===== src/rtl/suol_pkg.sv =====
// ----------------------------------------------------------------------------
// suol_pkg: shared types and constants
// Widths, request structs, compare result and sequencer states for the
// sorted unique offset list.
// ----------------------------------------------------------------------------
package suol_pkg;

  localparam int MAX_ENTRIES = 64;
  localparam int IDX_W       = (MAX_ENTRIES > 1) ? $clog2(MAX_ENTRIES) : 1;
  localparam int CNT_W       = $clog2(MAX_ENTRIES + 1);
  localparam int OFF_W       = 64;
  localparam int POS_W       = 6;
  localparam int UCNT_W      = 7;

  localparam logic [OFF_W-1:0] INVALID_OFFSET = '1;

  typedef struct packed {
    logic [OFF_W-1:0] offset;
    logic             last_in;
  } in_data_t;

  typedef struct packed {
    logic [OFF_W-1:0]  sorted_offset;
    logic [POS_W-1:0]  position;
    logic [UCNT_W-1:0] unique_count;
    logic              last_out;
    logic              empty_res;
    logic              overflowed;
  } out_data_t;

  typedef struct packed {
    logic gt_prev;
    logic lt_best;
    logic invalid;
  } cmp_res_t;

  typedef enum logic [4:0] {
    ST_LOAD = 5'b00001,
    ST_SCAN = 5'b00010,
    ST_RD   = 5'b00100,
    ST_LD   = 5'b01000,
    ST_OUT  = 5'b10000
  } state_t;

endpackage


===== src/rtl/suol_store.sv =====
// ----------------------------------------------------------------------------
// suol_store: offset store
// One write port and one registered read port over the loaded offsets.
// ----------------------------------------------------------------------------
module suol_store (
  input  logic                      clk,
  input  logic                      wr_en,
  input  logic [suol_pkg::IDX_W-1:0] wr_addr,
  input  logic [suol_pkg::OFF_W-1:0] wr_data,
  input  logic                      rd_en,
  input  logic [suol_pkg::IDX_W-1:0] rd_addr,
  output logic [suol_pkg::OFF_W-1:0] rd_data
);
  import suol_pkg::*;

  logic [OFF_W-1:0] mem_r [MAX_ENTRIES];
  logic [OFF_W-1:0] rd_data_r;

  always_ff @(posedge clk) begin
    if (wr_en) begin
      mem_r[wr_addr] <= wr_data;
    end
  end

  always_ff @(posedge clk) begin
    if (rd_en) begin
      rd_data_r <= mem_r[rd_addr];
    end
  end

  assign rd_data = rd_data_r;

endmodule


===== config.mk =====
export PLATFORM = sky130hd
export DESIGN_NAME = suol_store
export DESIGN_NICKNAME = d
export VERILOG_FILES = /design/src/rtl/suol_pkg.sv /design/src/rtl/suol_store.sv
export SDC_FILE = /design/constraint.sdc
export NUM_CORES = 2
export LEC_CHECK = 0
export ABC_AREA = 1
export BUFFER_PORTS_ARGS = -buffer_cell sky130_fd_sc_hd__buf_2
export CELL_PAD_IN_SITES_DETAIL_PLACEMENT = 1
export CELL_PAD_IN_SITES_GLOBAL_PLACEMENT = 1
export CORE_MARGIN = 2
export CORE_UTILIZATION = 25
export DETAILED_ROUTE_END_ITERATION = 8
export HOLD_SLACK_MARGIN = 0.03
export PLACE_DENSITY = 0.51
export SKIP_CTS_REPAIR_TIMING = 1
export SYNTH_ARGS = -nofsm -noshare
export SYNTH_HDL_FRONTEND = slang
export SYNTH_SLANG_ARGS = --single-unit

===== constraint.sdc =====
create_clock -name clk -period 12.72 [get_ports clk]
set_clock_uncertainty 0.1 [all_clocks]
set_input_delay 2.544 -clock clk [delete_from_list [all_inputs] [get_ports clk]]
set_output_delay 2.544 -clock clk [all_outputs]
set_load 0.01 [all_outputs]

* Yosys cells after proc, flatten, opt, wreduce, memory -nomap -nowiden *
Memories as Yosys holds them, arrays and structs flattened. A register that Yosys moved wholly into a read port is not among the register bits.
Cells that the tools add are included.

operators by class
  mux-type cells = 2

operators with widths
  operator  number
  $mux 1    2

word-level totals
  bits in writable memories = 4096
  input port bits = 79
  flip-flop bits (word level) = 0
  memories = 1
  output and inout port bits = 64

memory list
  memory  words  bits a word  read ports  clocked after Yosys merged registers in  wr ports  RTL line          RTL
  mem_r   64     64           1           1                                        1         suol_store.sv:16  logic [OFF_W-1:0] mem_r [MAX_ENTRIES];

* Logic depth before layout (Yosys ltp) *
  depth in word-level cells = 2
  gate-level depth with buffers = 13

* Worst setup path before layout *
Ideal clock, no wire load.

  path type = in2reg
  start = input wr_en
  end = memory mem_r[48][0], enable pin
  stages = 3
  arrival time = 9.180 ns
  buffers on the path = 1
  path slack = 2.794 ns
  library setup time = 0.646 ns
  required time = 11.974 ns
  cell sequence = clkbuf_1 nand4_1 nor4_1

on the way
  word-level cells in the longest chain between the ends = 2

ends and longest elaborated chain
  item                          RTL line          RTL
  start, declared               suol_store.sv:7   input logic wr_en,
  $mux 1                        suol_store.sv:20  if (wr_en) begin
  $mux 1 (implied by the code)  suol_store.sv:21  mem_r[wr_addr] <= wr_data;
  end, declared                 suol_store.sv:16

No other way between the ends.

==> impl_metrics.json <==
{
  "timing_worst_setup_path_type": "in2reg",
  "final_core_util_pct": 28.7,
  "finalPower_w": 0.0299,
  "dr_total_vias": 112000,
  "clock_path_buffers": 4,
  "power_density_nw_per_um2": 157,
  "synth_area_leader_cell": "sky130_fd_sc_hd__edfxtp_1",
  "grt_antenna_before_repair": 81,
  "outcome": "finished, violations left",
  "drv_cap": 0,
  "max_freq_ghz": 0.164,
  "clk_latency_ns": 1.04,
  "synth_top_cell_area_share_pct": 75.3,
  "h-tree-depth": 5,
  "io_pins": 143,
  "tritoncts_clock_tree": "yes",
  "crit_path_max_fanout": 126,
  "wirelength_mm": 649,
  "grt_overflow": 0,
  "rsz0062_at_grt": "false",
  "inserted_clock_buffers": 438,
  "area_growth_pct": 14.6,
  "mapped_nets": 13500,
  "cp-start-kind": "input port",
  "timing.final.max_slew_violations": 0,
  "die-area_um2": 670000,
  "post_route_cells_drive_above_1_share_pct": 8.11,
  "synth-seq-cells": 4160,
  "grt_first_pass_wirelength_mm": 899,
  "die_w_um": 819,
  "grt_use_total_pct": 18.7,
  "drtPass1Iterations": 7,
  "leakage_nw": 64.6,
  "synthCells": 13400,
  "post-route-period-util_pct": 47.9,
  "first_iter_violations": 11200,
  "rows": 299,
  "setup_viol_count_final": 0,
  "most-common-layout-cells": "4416 x sky130_fd_sc_hd__nand2_1, 4160 x sky130_fd_sc_hd__edfxtp_1, 3847 x sky130_fd_sc_hd__nand3_1",
  "root_cell_of_the_clock_tree": "sky130_fd_sc_hd__clkbuf_16",
  "yosysSeqAreaShare_pct": 75.3,
  "start_util_pct": 25.1,
  "route.detailed.vias_per_inst": 4.95,
  "syn_area_per_cell_um2": 12.4,
  "layout.cells.most_common": "sky130_fd_sc_hd__nand2_1",
  "synth_warnings": 0,
  "floorplan.core_area_um2": 662000,
  "placement.setup.worst_slack_ns": 5.55,
  "cts.sink_count": 4160,
  "hp-class": "reg2reg",
  "postLayoutSetupSlackWorst_ns": 6.63,
  "data_required_time_at_the_worst_endpoint_ns": 13.51,
  "detail_route.wl_per_cell_um": 28.8,
  "layout.nets": 13500,
  "yosysUniqueCellTypes": 15,
  "tightestPinTransition_ns": 1.37,
  "setup-tns-final_ns": 0,
  "mappedNetlistArea_um2": 166000,
  "path_clk_slew_ns": 0.06,
  "number_of_global_route_vias_before_repair": 111000,
  "pin_count_of_the_biggest_net_entering_global_routing": 203,
  "data_arrival_time_at_the_worst_slack_endpoint_ns": 6.89,
  "hpwl_mm": 323,
  "drc": 21,
  "violations": "DRC",
  "die_h_um": 819,
  "hold_ws_ns": 0.772,
  "placement.io_buffers": 142,
  "yosys-top-cells-area": "sky130_fd_sc_hd__edfxtp_1 75%, sky130_fd_sc_hd__nand3_1 12%, sky130_fd_sc_hd__nand2_1 10%",
  "max-vdd-ir-drop_mv": 0.109,
  "report.final.hold_viol_count": 0,
  "postRouteAntennaNets": 0,
  "final.min_clock_period_ns": 6.09,
  "relSlewSlack_pct": 8.62,
  "gp_congestion": 0.736,
  "endpoint_kind": "flip-flop"
}
## routing by layer
metal  routed length, um  global-route usage [%]
met1              297000                    26.4
met2              304000                    31.0
met3               32600                    2.31
met4               15000                    4.00
met5                 149                       0
## cell type report
cell class	count	area, um2
Multi-Input combinational cell	8336	36600
Tap cell	8729	10900
Clock buffer	531	11600
Fill cell	71900	472000
Clock inverter	268	2480
Timing Repair Buffer	438	3400
Antenna cell	54	135
Inverter	12	105
Sequential cell	4160	125000
## cell usage after synthesis (all sizes together)
master,instances
inv,12
nor4,8
nor2,56
buf,750
nand3,3847
nand4,9
edfxtp,4160
clkbuf,147
nand2,4416
## critical path: stages
cell and delay [ns]:
sky130_fd_sc_hd__buf_12 0.32, sky130_fd_sc_hd__buf_12 0.56, sky130_fd_sc_hd__buf_4 0.82, sky130_fd_sc_hd__buf_4 0.83, sky130_fd_sc_hd__buf_4 0.70, sky130_fd_sc_hd__nand2_1 0.13
sky130_fd_sc_hd__nand3_1 0.13, sky130_fd_sc_hd__nand3_1 0.09, sky130_fd_sc_hd__nand3_1 0.10, sky130_fd_sc_hd__nand3_1 0.12, sky130_fd_sc_hd__nand2_1 0.10, sky130_fd_sc_hd__nand2_1 0.06
sky130_fd_sc_hd__nand2_1 0.07
## per-stage QoR
| step | instances | instance area (um2) |
|---|---|---|
| global route | 22500 | 190000 |
| global placement | 21700 | 176000 |
| CTS | 22500 | 190000 |
| finish | 22500 | 190000 |
| floorplan | 13400 | 166000 |
| detailed placement | 21700 | 176000 |
## cell families after synthesis
group / after synthesis / synth area share [%]
AND/OR/NAND/NOR: 8336 / 21.8
flip-flops: 4160 / 75.3
buffers and inverters: 909 / 2.94
## worst paths after layout
path | endpoint | depth (start not counted) | slack [ns] | startpoint
worst min register to register | rd_data[16] | 8 | 0.77 | mem_r[8][16]
worst max-delay path | rd_data[44] | 13 | 6.63 | rd_addr[0]
worst min-delay path | rd_data[16] | 8 | 0.77 | mem_r[8][16]
worst max register to register | rd_data[49] | 8 | 10.68 | mem_r[22][49]
## sequential cells by signal (all words and copies together), names as in the netlist
register  count
rd_data      64
mem_r      4096
## where the power goes
part,internal (W),switching [W],total (W)
Clock,0.00732,0.00559,0.0129
Combinational,0.000379,0.00131,0.00169
Sequential,0.0152,0.0000723,0.0153
Total,0.0229,0.00697,0.0299
(Power assumes the default switching activity.)
